**src/rtl/core/vsp_pkg.sv**
```systemverilog
package vsp_pkg;

	// Number format and store geometry
	localparam int FRAC_BITS  = 16;
	localparam int COEF_WIDTH = 32;
	localparam int NUM_COEF   = 24;
	localparam int ACC_W      = 68;
	localparam int PROD_W     = 66;
	localparam int COEF_SH    = (COEF_WIDTH < 32) ? 32 - COEF_WIDTH : 0;

	// Reciprocal divider geometry
	localparam int NUM_W = 2 * FRAC_BITS + 2;
	localparam int CNT_W = $clog2(NUM_W + 1);

	// Configuration port
	localparam int PADDR_W = 3;
	localparam logic REG_ORTHO = 1'b0;

	// Commands and status codes
	localparam logic CMD_LOAD    = 1'b0;
	localparam logic CMD_PROJECT = 1'b1;
	localparam logic [1:0] ST_OK     = 2'd0;
	localparam logic [1:0] ST_SAT    = 2'd1;
	localparam logic [1:0] ST_ZDEPTH = 2'd2;

	// Coefficient store layout
	localparam logic [4:0] CI_MAT = 5'd0;
	localparam logic [4:0] CI_P1  = 5'd12;
	localparam logic [4:0] CI_P2  = 5'd13;
	localparam logic [4:0] CI_P3  = 5'd14;
	localparam logic [4:0] CI_P4  = 5'd15;
	localparam logic [4:0] CI_P5  = 5'd16;
	localparam logic [4:0] CI_P6  = 5'd17;
	localparam logic [4:0] CI_VX  = 5'd18;
	localparam logic [4:0] CI_VY  = 5'd19;
	localparam logic [4:0] CI_VW  = 5'd20;
	localparam logic [4:0] CI_VH  = 5'd21;
	localparam logic [4:0] CI_VN  = 5'd22;
	localparam logic [4:0] CI_VF  = 5'd23;

	// Micro-op kinds
	localparam logic [2:0] K_LDC  = 3'd0;
	localparam logic [2:0] K_MUL0 = 3'd1;
	localparam logic [2:0] K_MAC  = 3'd2;
	localparam logic [2:0] K_ADDC = 3'd3;
	localparam logic [2:0] K_SUBC = 3'd4;
	localparam logic [2:0] K_HALF = 3'd5;
	localparam logic [2:0] K_DIV  = 3'd6;

	// Multiplier operand A sources
	localparam logic [3:0] A_X   = 4'd0;
	localparam logic [3:0] A_Y   = 4'd1;
	localparam logic [3:0] A_Z   = 4'd2;
	localparam logic [3:0] A_EX  = 4'd3;
	localparam logic [3:0] A_EY  = 4'd4;
	localparam logic [3:0] A_EZ  = 4'd5;
	localparam logic [3:0] A_W   = 4'd6;
	localparam logic [3:0] A_NX  = 4'd7;
	localparam logic [3:0] A_NNY = 4'd8;
	localparam logic [3:0] A_NZ  = 4'd9;

	// Multiplier operand B sources
	localparam logic [2:0] B_COEF = 3'd0;
	localparam logic [2:0] B_CX   = 3'd1;
	localparam logic [2:0] B_CY   = 3'd2;
	localparam logic [2:0] B_CZ   = 3'd3;
	localparam logic [2:0] B_T    = 3'd4;

	// Destinations
	localparam logic [3:0] D_NONE = 4'd0;
	localparam logic [3:0] D_EX   = 4'd1;
	localparam logic [3:0] D_EY   = 4'd2;
	localparam logic [3:0] D_EZ   = 4'd3;
	localparam logic [3:0] D_CX   = 4'd4;
	localparam logic [3:0] D_CY   = 4'd5;
	localparam logic [3:0] D_CZ   = 4'd6;
	localparam logic [3:0] D_NX   = 4'd7;
	localparam logic [3:0] D_NY   = 4'd8;
	localparam logic [3:0] D_NZ   = 4'd9;
	localparam logic [3:0] D_T    = 4'd10;
	localparam logic [3:0] D_SX   = 4'd11;
	localparam logic [3:0] D_SY   = 4'd12;
	localparam logic [3:0] D_SD   = 4'd13;

	// Program landmarks
	localparam logic [5:0] PC_EZ_END    = 6'd11;
	localparam logic [5:0] PC_PERSP_END = 6'd21;
	localparam logic [5:0] PC_ORTHO     = 6'd22;
	localparam logic [5:0] PC_VIEW      = 6'd28;
	localparam logic [5:0] PC_LAST      = 6'd39;

	typedef struct packed {
		logic [4:0] addr;
		logic [2:0] kind;
		logic [3:0] asel;
		logic [2:0] bsel;
		logic [3:0] dst;
	} uop_t;

	typedef struct packed {
		logic               ovf;
		logic signed [31:0] v;
	} sat_t;

	// Keep the low COEF_WIDTH bits of a loaded word, sign-extended
	function automatic logic signed [31:0] load_coef(input logic [31:0] v);
		logic [31:0] s;
		s = v << COEF_SH;
		return $signed(s) >>> COEF_SH;
	endfunction

	// Clamp an accumulator value to the signed 32-bit range
	function automatic sat_t sat32(input logic signed [ACC_W-1:0] v);
		sat_t r;
		r.ovf = !((&v[ACC_W-1:31]) || !(|v[ACC_W-1:31]));
		if (r.ovf) begin
			r.v = v[ACC_W-1] ? 32'sh8000_0000 : 32'sh7fff_ffff;
		end else begin
			r.v = v[31:0];
		end
		return r;
	endfunction

	function automatic uop_t mk(input logic [4:0] a, input logic [2:0] k,
			input logic [3:0] s, input logic [2:0] b, input logic [3:0] d);
		uop_t u;
		u.addr = a;
		u.kind = k;
		u.asel = s;
		u.bsel = b;
		u.dst  = d;
		return u;
	endfunction

	// Micro-program: eye transform, perspective, orthographic, viewport
	function automatic uop_t uop_at(input logic [5:0] pc);
		uop_t u;
		case (pc)
			6'd0:  u = mk(CI_MAT + 5'd3,  K_LDC,  A_X,   B_COEF, D_NONE);
			6'd1:  u = mk(CI_MAT + 5'd2,  K_MAC,  A_Z,   B_COEF, D_NONE);
			6'd2:  u = mk(CI_MAT + 5'd0,  K_MAC,  A_X,   B_COEF, D_NONE);
			6'd3:  u = mk(CI_MAT + 5'd1,  K_MAC,  A_Y,   B_COEF, D_EX);
			6'd4:  u = mk(CI_MAT + 5'd7,  K_LDC,  A_X,   B_COEF, D_NONE);
			6'd5:  u = mk(CI_MAT + 5'd6,  K_MAC,  A_Z,   B_COEF, D_NONE);
			6'd6:  u = mk(CI_MAT + 5'd4,  K_MAC,  A_X,   B_COEF, D_NONE);
			6'd7:  u = mk(CI_MAT + 5'd5,  K_MAC,  A_Y,   B_COEF, D_EY);
			6'd8:  u = mk(CI_MAT + 5'd11, K_LDC,  A_X,   B_COEF, D_NONE);
			6'd9:  u = mk(CI_MAT + 5'd10, K_MAC,  A_Z,   B_COEF, D_NONE);
			6'd10: u = mk(CI_MAT + 5'd8,  K_MAC,  A_X,   B_COEF, D_NONE);
			6'd11: u = mk(CI_MAT + 5'd9,  K_MAC,  A_Y,   B_COEF, D_EZ);
			6'd12: u = mk(CI_P1, K_MUL0, A_EX,  B_COEF, D_NONE);
			6'd13: u = mk(CI_P2, K_MAC,  A_EZ,  B_COEF, D_CX);
			6'd14: u = mk(CI_P3, K_MUL0, A_EY,  B_COEF, D_NONE);
			6'd15: u = mk(CI_P4, K_MAC,  A_EZ,  B_COEF, D_CY);
			6'd16: u = mk(CI_P6, K_LDC,  A_EZ,  B_COEF, D_NONE);
			6'd17: u = mk(CI_P5, K_MAC,  A_EZ,  B_COEF, D_CZ);
			6'd18: u = mk(CI_P1, K_DIV,  A_EZ,  B_COEF, D_NONE);
			6'd19: u = mk(CI_P1, K_MUL0, A_W,   B_CX,   D_NX);
			6'd20: u = mk(CI_P1, K_MUL0, A_W,   B_CY,   D_NY);
			6'd21: u = mk(CI_P1, K_MUL0, A_W,   B_CZ,   D_NZ);
			6'd22: u = mk(CI_P2, K_LDC,  A_EX,  B_COEF, D_NONE);
			6'd23: u = mk(CI_P1, K_MAC,  A_EX,  B_COEF, D_NX);
			6'd24: u = mk(CI_P4, K_LDC,  A_EY,  B_COEF, D_NONE);
			6'd25: u = mk(CI_P3, K_MAC,  A_EY,  B_COEF, D_NY);
			6'd26: u = mk(CI_P6, K_LDC,  A_EZ,  B_COEF, D_NONE);
			6'd27: u = mk(CI_P5, K_MAC,  A_EZ,  B_COEF, D_NZ);
			6'd28: u = mk(CI_VF, K_LDC,  A_NZ,  B_COEF, D_NONE);
			6'd29: u = mk(CI_VN, K_SUBC, A_NZ,  B_COEF, D_T);
			6'd30: u = mk(CI_VW, K_LDC,  A_NX,  B_COEF, D_NONE);
			6'd31: u = mk(CI_VW, K_MAC,  A_NX,  B_COEF, D_NONE);
			6'd32: u = mk(CI_VW, K_HALF, A_NX,  B_COEF, D_NONE);
			6'd33: u = mk(CI_VX, K_ADDC, A_NX,  B_COEF, D_SX);
			6'd34: u = mk(CI_VH, K_LDC,  A_NNY, B_COEF, D_NONE);
			6'd35: u = mk(CI_VH, K_MAC,  A_NNY, B_COEF, D_NONE);
			6'd36: u = mk(CI_VH, K_HALF, A_NNY, B_COEF, D_NONE);
			6'd37: u = mk(CI_VY, K_ADDC, A_NNY, B_COEF, D_SY);
			6'd38: u = mk(CI_VF, K_LDC,  A_NZ,  B_T,    D_NONE);
			6'd39: u = mk(CI_VF, K_MAC,  A_NZ,  B_T,    D_SD);
			default: u = mk(CI_MAT, K_LDC, A_X, B_COEF, D_NONE);
		endcase
		return u;
	endfunction

endpackage

```
**src/rtl/core/vsp_recip.sv**
```systemverilog
module vsp_recip (
	input  logic               clk,
	input  logic               arst_n,
	input  logic               start,
	input  logic signed [31:0] ez,
	output logic               busy,
	output logic               done,
	output logic signed [31:0] value,
	output logic               ovf
);
	import vsp_pkg::*;

	logic             busy_q;
	logic             done_q;
	logic [CNT_W-1:0] cnt_q;
	logic             neg_q;
	logic [32:0]      d_q;
	logic [32:0]      rem_q;
	logic [NUM_W-1:0] n_q;
	logic [NUM_W-1:0] q_q;

	logic [32:0] d_in;
	logic [33:0] trial;
	logic        fit;
	logic [63:0] q_ext;
	logic [32:0] q_clamp;
	logic signed [33:0] r_signed;

	// Magnitude of the eye depth
	assign d_in = ez[31] ? 33'(-$signed({ez[31], ez})) : {1'b0, ez};

	// One restoring step per cycle
	assign trial = {rem_q, n_q[NUM_W-1]};
	assign fit   = trial >= {1'b0, d_q};

	always_ff @(posedge clk or negedge arst_n) begin
		if (!arst_n) begin
			busy_q <= 1'b0;
			done_q <= 1'b0;
			cnt_q  <= '0;
		end else begin
			done_q <= 1'b0;
			if (start) begin
				busy_q <= 1'b1;
				cnt_q  <= CNT_W'(NUM_W);
			end else if (busy_q) begin
				cnt_q <= cnt_q - 1'b1;
				if (cnt_q == CNT_W'(1)) begin
					busy_q <= 1'b0;
					done_q <= 1'b1;
				end
			end
		end
	end

	always_ff @(posedge clk) begin
		if (start) begin
			neg_q <= ez[31];
			d_q   <= d_in;
			rem_q <= '0;
			q_q   <= '0;
			n_q   <= (NUM_W'(1) << (2 * FRAC_BITS)) + NUM_W'(d_in >> 1);
		end else if (busy_q) begin
			rem_q <= fit ? 33'(trial - {1'b0, d_q}) : trial[32:0];
			q_q   <= {q_q[NUM_W-2:0], fit};
			n_q   <= n_q << 1;
		end
	end

	// Clamp the quotient, apply the sign of 1/(-ez), saturate
	assign q_ext    = 64'(q_q);
	assign q_clamp  = (q_ext > 64'h8000_0000) ? 33'h0_8000_0000 : q_ext[32:0];
	assign r_signed = neg_q ? $signed({1'b0, q_clamp}) : -$signed({1'b0, q_clamp});
	assign ovf      = r_signed > 34'sh0_7fff_ffff;
	assign value    = ovf ? 32'sh7fff_ffff : r_signed[31:0];
	assign busy     = busy_q;
	assign done     = done_q;
endmodule

```
**config.mk**
```make
export PLATFORM = sky130hd
export DESIGN_NAME = vsp_recip
export DESIGN_NICKNAME = d
export VERILOG_FILES = /design/src/rtl/core/vsp_pkg.sv /design/src/rtl/core/vsp_recip.sv
export SDC_FILE = /design/constraint.sdc
export NUM_CORES = 1
export LEC_CHECK = 0
export BUFFER_PORTS_ARGS = -buffer_cell sky130_fd_sc_hd__buf_2
export CORE_MARGIN = 3
export CORE_UTILIZATION = 60
export DETAILED_ROUTE_END_ITERATION = 8
export GPL_TIMING_DRIVEN = 0
export PLACE_DENSITY = 0.8
export SLEW_MARGIN = 10
export SYNTH_ARGS = -nofsm -noshare
export SYNTH_HDL_FRONTEND = slang
export SYNTH_SLANG_ARGS = --single-unit
```
**constraint.sdc**
```tcl
create_clock -name clk -period 4.63 [get_ports clk]
set_input_delay 0.463 -clock clk [delete_from_list [all_inputs] [get_ports clk]]
set_output_delay 0.463 -clock clk [all_outputs]
set_load 0.02 [all_outputs]
```
==> results of run 1 <==
Yosys cell counts, types with 9 or more instances:
cell	instances
nand3_1	18
clkbuf_1	42
inv_1	54
mux2i_1	40
nand4_1	9
ha_1	37
nor4_1	11
o21ai_0	53
nor3_1	22
a21oi_1	62
a311oi_1	21
and3_1	10
dfxtp_1	67
xor2_1	14
nand2_1	119
or4_1	10
o31ai_1	15
mux2_2	16
xnor2_1	60
nor2_1	159
edfxtp_1	68
where the power goes:
part | internal (uW) | leakage [uW] | switching (uW)
Combinational | 852 | 0.00285 | 1420
Clock | 861 | 0.000296 | 567
Sequential | 1530 | 0.00133 | 136
registers in the layout, summed over array words and instances (netlist names):
| register | cells |
|---|---|
| busy | 1 |
| rem_q | 33 |
| n_q | 34 |
| neg_q | 1 |
| q_q | 34 |
| cnt_q | 6 |
| d_q | 33 |
| done | 1 |
metal layers:
metal  wire (um)  vias up  global-route usage
met5           0        -                   0
met4         380        0             0.07721
met3        2134       42             0.05771
met2       10870      370              0.4561
met1       11140     3932              0.4400
li1            -     3963                   -
worst max path at each step:
| stage | from | to | slack [ns] | cells after the start |
|---|---|---|---|---|
| after detailed placement | d_q[0] | rem_q[20] | 0.81 | 11 |
| after global routing | d_q[0] | rem_q[22] | 0.43 | 11 |
| final | q_q[7] | value[30] | 0.58 | 9 |
| after floorplan | q_q[7] | value[30] | 1.31 | 8 |
| after global placement | d_q[0] | rem_q[7] | 0.84 | 11 |
| after CTS | q_q[7] | value[30] | 0.64 | 9 |
logic make-up after synthesis:
logic type               count (synthesis)  share of synthesized area
AND/OR/NAND/NOR                        410                     0.2080
AO/OA/AOI/OAI                          226                     0.1630
flip-flops                             143                     0.3930
buffers and inverters                  108                    0.04775
XOR/XNOR                                74                    0.07109
multiplexers                            56                    0.06367
adder cells (fa/ha/maj)                 38                    0.05297
other                                    1                  0.0004113
stage by stage:
stage	instance area (um2)	setup WS (ns)
after global routing	10310	0.4273
after floorplan	9117	1.306
after detailed placement	9693	0.8128
after CTS	10310	0.6444
after global placement	9693	0.8406
final	10310	0.5822
cell type report:
type,instances,area share
Multi-Input combinational cell,805,0.4944
Sequential cell,143,0.3474
Clock buffer,19,0.04198
Timing Repair Buffer,70,0.03445
Tap cell,184,0.02232
Buffer,53,0.02220
Inverter,55,0.02002
Clock inverter,13,0.01723
worst max-delay path, cell delays in order (launching register included):
cell,delay (ns)
dfxtp_1,0.38
or4_4,0.60
or3_4,0.40
or4_4,0.46
o21ai_4,0.23
a31oi_1,0.19
nor2_1,0.28
nor3_1,0.09
o31ai_1,0.32
buf_2,0.23
==> results.sh, run 1 <==
export IMPL_outcome="finished, final reports clean"
export IMPL_hold_buffers=1
export IMPL_dp_cells=1309
export IMPL_slew_limit_headroom=0.3404
export IMPL_reg2reg_depth=11
export IMPL_min_from="ez[0]"
export IMPL_setup_tns_ns=0
export IMPL_grt_pass1_vias=7647
export IMPL_post_cts_buffers=0
export IMPL_viasPerCell=6.190
export IMPL_die_area_um2=16710
export IMPL_max_freq_ghz=0.2471
export IMPL_worst_setup_path_start_kind="flip-flop"
export IMPL_syn_nets=1129
export IMPL_grt_ovfl_total=0
export IMPL_h_tree_depth=4
export IMPL_syn_area_per_cell_um2=8.634
export IMPL_slew_viol_final=0
export IMPL_final_nets=1218
export IMPL_place_gp_congestion=0.9725
export IMPL_yosysWarnings=0
export IMPL_synthCells=1056
export IMPL_grt_max_degree=36
export IMPL_async_reset_ff_frac=0.05594
export IMPL_nFillCells=1172
export IMPL_cp_required_ns=4.17
export IMPL_ys_seq_elements=143
export IMPL_floorplan_io_pins=70
export IMPL_synth_seq_area_share=0.3930
export IMPL_synth_cell_types=69
export IMPL_rr_startpoint="d_q[0]"
export IMPL_fin_cells=1342
export IMPL_drc=0
export IMPL_critPathMaxFanout=7
export IMPL_synthFlopType="edfxtp_1"
export IMPL_firstDrtPassIters=6
export IMPL_hold_path_end="d_q[0]"
export IMPL_rsz0062_at_grt="no"
export IMPL_setup_viol=0
export IMPL_wirelength_um=24520
export IMPL_cts_resized=0
export IMPL_syn2layout_area_growth_pct=13.12
export IMPL_drtAntennaViolNets=0
export IMPL_cts_buffers=17
export IMPL_synthTopCellsByArea="edfxtp_1 (22%), dfxtp_1 (15%), nor2_1 (6.5%)"
export IMPL_reg2reg_to="rem_q[22]"
export IMPL_die_h_um=129.3
export IMPL_cts_buffer_depth=2
export IMPL_cts_tree="yes"
export IMPL_root_buffer="clkbuf_16"
export IMPL_hold_slack_ns=0.3003
export IMPL_r2r_slack_ns=0.64
export IMPL_cap_violations=0
export IMPL_p_per_area_nw_per_um2=520.2
export IMPL_crit_type="flip-flop to output pin"
export IMPL_final_common_cell="nor2_1"
export IMPL_clk_pin_slew_ns=0.06
export IMPL_fin_crit_sh=0.8742
export IMPL_die_w_um=129.3
export IMPL_cts_sinks=143
export IMPL_worstSetupEndpointType="output pin"
export IMPL_fin_skew_ns=0.009677
export IMPL_hold_depth=1
export IMPL_core_um2=14700
export IMPL_synth_top_cell_by_area="edfxtp_1"
export IMPL_insertion_delay_ns=0.43
export IMPL_arrival_ns=3.58
export IMPL_port_buffers=69
export IMPL_wire_per_inst_um=18.27
export IMPL_hpwl_um=17570
export IMPL_p_leak_uw=0.004478
export IMPL_first_iter_violations=938
export IMPL_syn_area_um2=9117
export IMPL_start_util=0.6203
export IMPL_mostFrequentLayoutCells="nor2_1 (159), nand2_1 (119), buf_2 (69)"
export IMPL_timing_hold_violations_final=0
export IMPL_min_path_type="input pin to flip-flop"
export IMPL_worst_pin_slew_ns=0.9857
export IMPL_grt_total_usage=0.2994
export IMPL_multi_input_area_um2=5099
export IMPL_antenna_found_initial=0
export IMPL_register_area_um2=3583
export IMPL_diodes=0
export IMPL_synth_edff_count=68
export IMPL_final_util=0.7017
export IMPL_drive_above_1_share=0.1192
export IMPL_finalCriticalPeriod_ns=4.048
export IMPL_finalPower_uw=5366
export IMPL_ir_drop_uv=319.6
export IMPL_synth_top_cell_area_share=0.2240
export IMPL_grt_pass1_wl_um=39510
export IMPL_vias=8307
export IMPL_rows=44
(Power assumes the default switching activity.)
==> run 2, diff against run 1 <==
CORE_MARGIN = unset   (was 3)
CORE_UTILIZATION = 48   (was 60)
PLACE_DENSITY = 0.66   (was 0.8)
RECOVER_POWER = 50   (was unset)
==> results.sh, run 2 (synthesis results as in run 1) <==
export IMPL_outcome="finished, violations left"
export IMPL_violations="max-capacitance violations, max-slew violations"
export IMPL_antenna_found_initial=0
export IMPL_post_cts_buffers=0
export IMPL_firstDrtPassIters=5
export IMPL_mostFrequentLayoutCells="nor2_1 (159), nand2_1 (119), edfxtp_1 (68)"
export IMPL_min_from="ez[0]"
export IMPL_register_area_um2=3583
export IMPL_final_common_cell="nor2_1"
export IMPL_setup_tns_ns=0
export IMPL_first_iter_violations=606
export IMPL_p_leak_uw=0.004452
export IMPL_finalCriticalPeriod_ns=4.057
export IMPL_final_nets=1218
export IMPL_viasPerCell=5.778
export IMPL_cts_buffers=17
export IMPL_nFillCells=1724
export IMPL_clk_pin_slew_ns=0.06
export IMPL_grt_pass1_wl_um=39430
export IMPL_timing_hold_violations_final=0
export IMPL_wirelength_um=24080
export IMPL_die_w_um=139.8
export IMPL_die_h_um=139.8
export IMPL_hpwl_um=17780
export IMPL_drc=0
export IMPL_critPathMaxFanout=10
export IMPL_vias=8043
export IMPL_slew_viol_final=36
export IMPL_slew_limit_headroom=-0.3322
export IMPL_arrival_ns=4.35
export IMPL_rr_startpoint="d_q[0]"
export IMPL_grt_total_usage=0.2570
export IMPL_p_per_area_nw_per_um2=510.1
export IMPL_worstSetupEndpointType="flip-flop"
export IMPL_cts_sinks=143
export IMPL_multi_input_area_um2=5099
export IMPL_drive_above_1_share=0.1123
export IMPL_crit_type="flip-flop to flip-flop"
export IMPL_hold_path_end="d_q[0]"
export IMPL_drtAntennaViolNets=0
export IMPL_final_util=0.5551
export IMPL_rsz0062_at_grt="no"
export IMPL_root_buffer="clkbuf_16"
export IMPL_cts_tree="yes"
export IMPL_floorplan_io_pins=70
export IMPL_die_area_um2=19550
export IMPL_hold_depth=1
export IMPL_reg2reg_depth=11
export IMPL_worst_setup_path_start_kind="flip-flop"
export IMPL_cp_required_ns=4.93
export IMPL_port_buffers=69
export IMPL_worst_pin_slew_ns=1.998
export IMPL_insertion_delay_ns=0.42
export IMPL_rows=50
export IMPL_reg_top3="n_q: 34 flops, q_q: 34 flops"
export IMPL_setup_viol=0
export IMPL_h_tree_depth=4
export IMPL_diodes=0
export IMPL_core_um2=18640
export IMPL_min_path_type="input pin to flip-flop"
export IMPL_syn2layout_area_growth_pct=13.50
export IMPL_fin_skew_ns=0.01113
export IMPL_place_gp_congestion=0.9229
export IMPL_cts_buffer_depth=2
export IMPL_grt_max_degree=36
export IMPL_wire_per_inst_um=17.30
export IMPL_start_util=0.4891
export IMPL_r2r_slack_ns=0.57
export IMPL_fin_crit_sh=0.8763
export IMPL_grt_pass1_vias=7408
export IMPL_ir_drop_uv=282.8
export IMPL_finalPower_uw=5279
export IMPL_grt_ovfl_total=0
export IMPL_reg2reg_to="rem_q[23]"
export IMPL_max_freq_ghz=0.2465
export IMPL_cap_violations=1
run 2: through the flow:
step	hold WS (ns)	instances	area, um2	worst slack, ns
2_1_floorplan	0.1674	1056	9117	1.306
3_3_place_gp	0.3221	1359	9756	0.6739
3_5_place_dp	0.3264	1359	9756	0.7268
4_1_cts	0.2880	1392	10360	0.6446
5_1_grt	0.3725	1392	10350	0.2844
6_report	0.3729	1392	10350	0.5728
run 2: power by group:
part,leakage (uW),switching [uW],internal (uW)
clock,0.000294,567,805
sequential,0.00133,141,1530
combinational,0.00283,1380,850
total,0.00445,2090,3190
run 2: final cells by class:
cell class                      count  share of cell area
Multi-Input combinational cell    805              0.4927
Sequential cell                   143              0.3463
Clock buffer                       21             0.04570
Timing Repair Buffer               70             0.03337
Tap cell                          234             0.02829
Buffer                             53             0.02213
Inverter                           55             0.01995
Clock inverter                     11             0.01161
run 2: how the worst max path moves through the flow:
stage / start / end / depth (start not counted)
after CTS: d_q[0] / rem_q[10] / 11
after global routing: d_q[0] / rem_q[23] / 11
after global placement: d_q[0] / rem_q[7] / 11
after floorplan: q_q[7] / value[30] / 8
after detailed placement: d_q[0] / rem_q[7] / 11
final: d_q[0] / rem_q[23] / 11
run 2: routing by layer:
| layer | track usage | routed length [um] | share of wire |
|---|---|---|---|
| met5 | 0 | 0 | 0 |
| met4 | 0.05784 | 266 | 0.011 |
| met3 | 0.04198 | 1611 | 0.067 |
| met2 | 0.3832 | 10370 | 0.43 |
| met1 | 0.3868 | 11830 | 0.49 |
run 2: repair_timing:
item	4_1_cts	5_1_grt
endpoints found under the hold margin	8	0
resized for setup	0	0
hold buffers	1	0
run 2: critical path, stage by stage, from the launching register on:
cell      delay [ns]
edfxtp_1        0.44
ha_1            0.25
fa_1            0.41
nand2b_1        0.19
a211oi_1        0.49
o211ai_1        0.23
nand4_1         0.18
nand4_1         0.33
nand2_1         0.45
clkbuf_1        0.48
nand2_1         0.10
a311oi_1        0.38
==> run 3, diff against run 2 <==
RECOVER_POWER = unset   (was 50)
==> results.sh, run 3 (synthesis results as in run 1) <==
export IMPL_outcome="finished, final reports clean"
export IMPL_setup_viol=0
export IMPL_clk_pin_slew_ns=0.06
export IMPL_grt_ovfl_total=0
export IMPL_min_path_type="input pin to flip-flop"
export IMPL_setup_ws_ns=0.5808
export IMPL_hold_depth=1
export IMPL_setup_tns_ns=0
export IMPL_first_iter_violations=613
export IMPL_reg2reg_to="rem_q[16]"
export IMPL_wire_per_inst_um=17.37
export IMPL_place_gp_congestion=0.9229
export IMPL_ir_drop_uv=281.8
export IMPL_slew_limit_headroom=0.2885
export IMPL_startpoint="d_q[0]"
export IMPL_reg2reg_depth=11
export IMPL_cts_buffers=17
export IMPL_r2r_slack_ns=0.58
export IMPL_pre_cts_ws_ns=0.7268
export IMPL_worst_pin_slew_ns=1.063
export IMPL_critical_path_depth=11
export IMPL_slowest_delay_ns=0.48
export IMPL_crit_chain="ha_1 -> fa_1 -> nand2b_1 -> a211oi_1 -> o211ai_1 -> nand4_1 -> nand4_1 -> nand2_1 -> clkbuf_1 -> nand2_1 -> a311oi_1"
export IMPL_finalPower_uw=5281
export IMPL_drc=0
export IMPL_rsz0062_at_grt="no"
export IMPL_nFillCells=1722
export IMPL_start_util=0.4891
export IMPL_final_common_cell="nor2_1"
export IMPL_fin_cells=1392
export IMPL_grt_total_usage=0.2570
export IMPL_cpLargestDelayFamily="simple AND/OR/NAND/NOR gates"
export IMPL_fin_skew_ns=0.01063
export IMPL_h_tree_depth=4
export IMPL_slowest_stage="a211oi_1"
export IMPL_arrival_ns=4.35
export IMPL_cp_required_ns=4.93
export IMPL_viasPerCell=5.773
export IMPL_syn2layout_area_growth_pct=13.61
export IMPL_diodes=0
export IMPL_crit_type="flip-flop to flip-flop"
export IMPL_insertion_delay_ns=0.42
export IMPL_reg_top3="n_q: 34 flops, q_q: 34 flops"
export IMPL_grt_pass1_vias=7408
export IMPL_post_cts_buffers=0
export IMPL_grt_max_degree=36
export IMPL_final_nets=1218
export IMPL_rr_startpoint="d_q[0]"
export IMPL_hpwl_um=17780
export IMPL_rows=50
export IMPL_floorplan_io_pins=70
export IMPL_firstDrtPassIters=5
export IMPL_timing_hold_violations_final=0
export IMPL_crit_end="rem_q[16]"
export IMPL_wirelength_um=24170
export IMPL_grt_pass1_wl_um=39430
export IMPL_slew_viol_final=0
export IMPL_finalCriticalPeriod_ns=4.049
export IMPL_cap_violations=0
export IMPL_die_w_um=139.8
export IMPL_worstSetupEndpointType="flip-flop"
export IMPL_cts_tree="yes"
export IMPL_p_per_area_nw_per_um2=509.8
export IMPL_die_area_um2=19550
export IMPL_mostFrequentLayoutCells="nor2_1 (159), nand2_1 (119), buf_2 (69)"
export IMPL_register_area_um2=3583
export IMPL_fin_crit_sh=0.8745
export IMPL_drtAntennaViolNets=0
export IMPL_vias=8036
export IMPL_die_h_um=139.8
export IMPL_root_buffer="clkbuf_16"
export IMPL_max_freq_ghz=0.2470
export IMPL_cts_sinks=143
export IMPL_cts_buffer_depth=2
export IMPL_final_util=0.5556
export IMPL_core_um2=18640
export IMPL_critPathMaxFanout=10
export IMPL_port_buffers=69
export IMPL_multi_input_area_um2=5099
export IMPL_path_buf_inv=1
export IMPL_drive_above_1_share=0.1200
export IMPL_worst_setup_path_start_kind="flip-flop"
export IMPL_antenna_found_initial=0
export IMPL_dp_cells=1359
export IMPL_p_leak_uw=0.004476
run 3: worst min path at each step:
stage | start | to | slack, ns
3_5_place_dp | arst_n | cnt_q[4] | 0.33
5_1_grt | ez[0] | d_q[0] | 0.29
4_1_cts | ez[0] | d_q[0] | 0.29
2_1_floorplan | arst_n | busy | 0.17
3_3_place_gp | arst_n | cnt_q[4] | 0.32
6_report | ez[0] | d_q[0] | 0.30
run 3: timing repair:
action | CTS | global route
setup endpoints to repair | 0 | 0
hold buffers | 1 | 0
gates resized for setup | 0 | 0
hold endpoints to repair | 8 | 0
run 3: layout make-up:
class / instances / share of cell area
multi-input cells: 805 / 0.4922
flip-flops and latches: 143 / 0.3459
clock buffers: 21 / 0.04566
repair buffers: 70 / 0.03430
well taps: 234 / 0.02826
plain buffers: 53 / 0.02210
inverters: 55 / 0.01993
clock inverters: 11 / 0.01160
run 3: stage by stage:
| stage | hold WS (ns) | area (um2) |
|---|---|---|
| after floorplan | 0.1674 | 9117 |
| after global placement | 0.3221 | 9756 |
| after detailed placement | 0.3264 | 9756 |
| after CTS | 0.2880 | 10360 |
| after global routing | 0.2884 | 10360 |
| final | 0.3017 | 10360 |
run 3: power breakdown:
group / total [uW] / internal, uW / leakage (uW) / switching (uW)
clock network: 1370 / 805 / 0.000294 / 568
logic: 2240 / 851 / 0.00285 / 1380
registers: 1670 / 1530 / 0.00133 / 141
run 3: layer usage:
metal  up-vias  GRT usage  wire (um)
li1       3961          -          -
met1      3805     0.3868      12000
met2       257     0.3832      10420
met4         0    0.05784        237
met3        13    0.04198       1511
met5         -          0          0
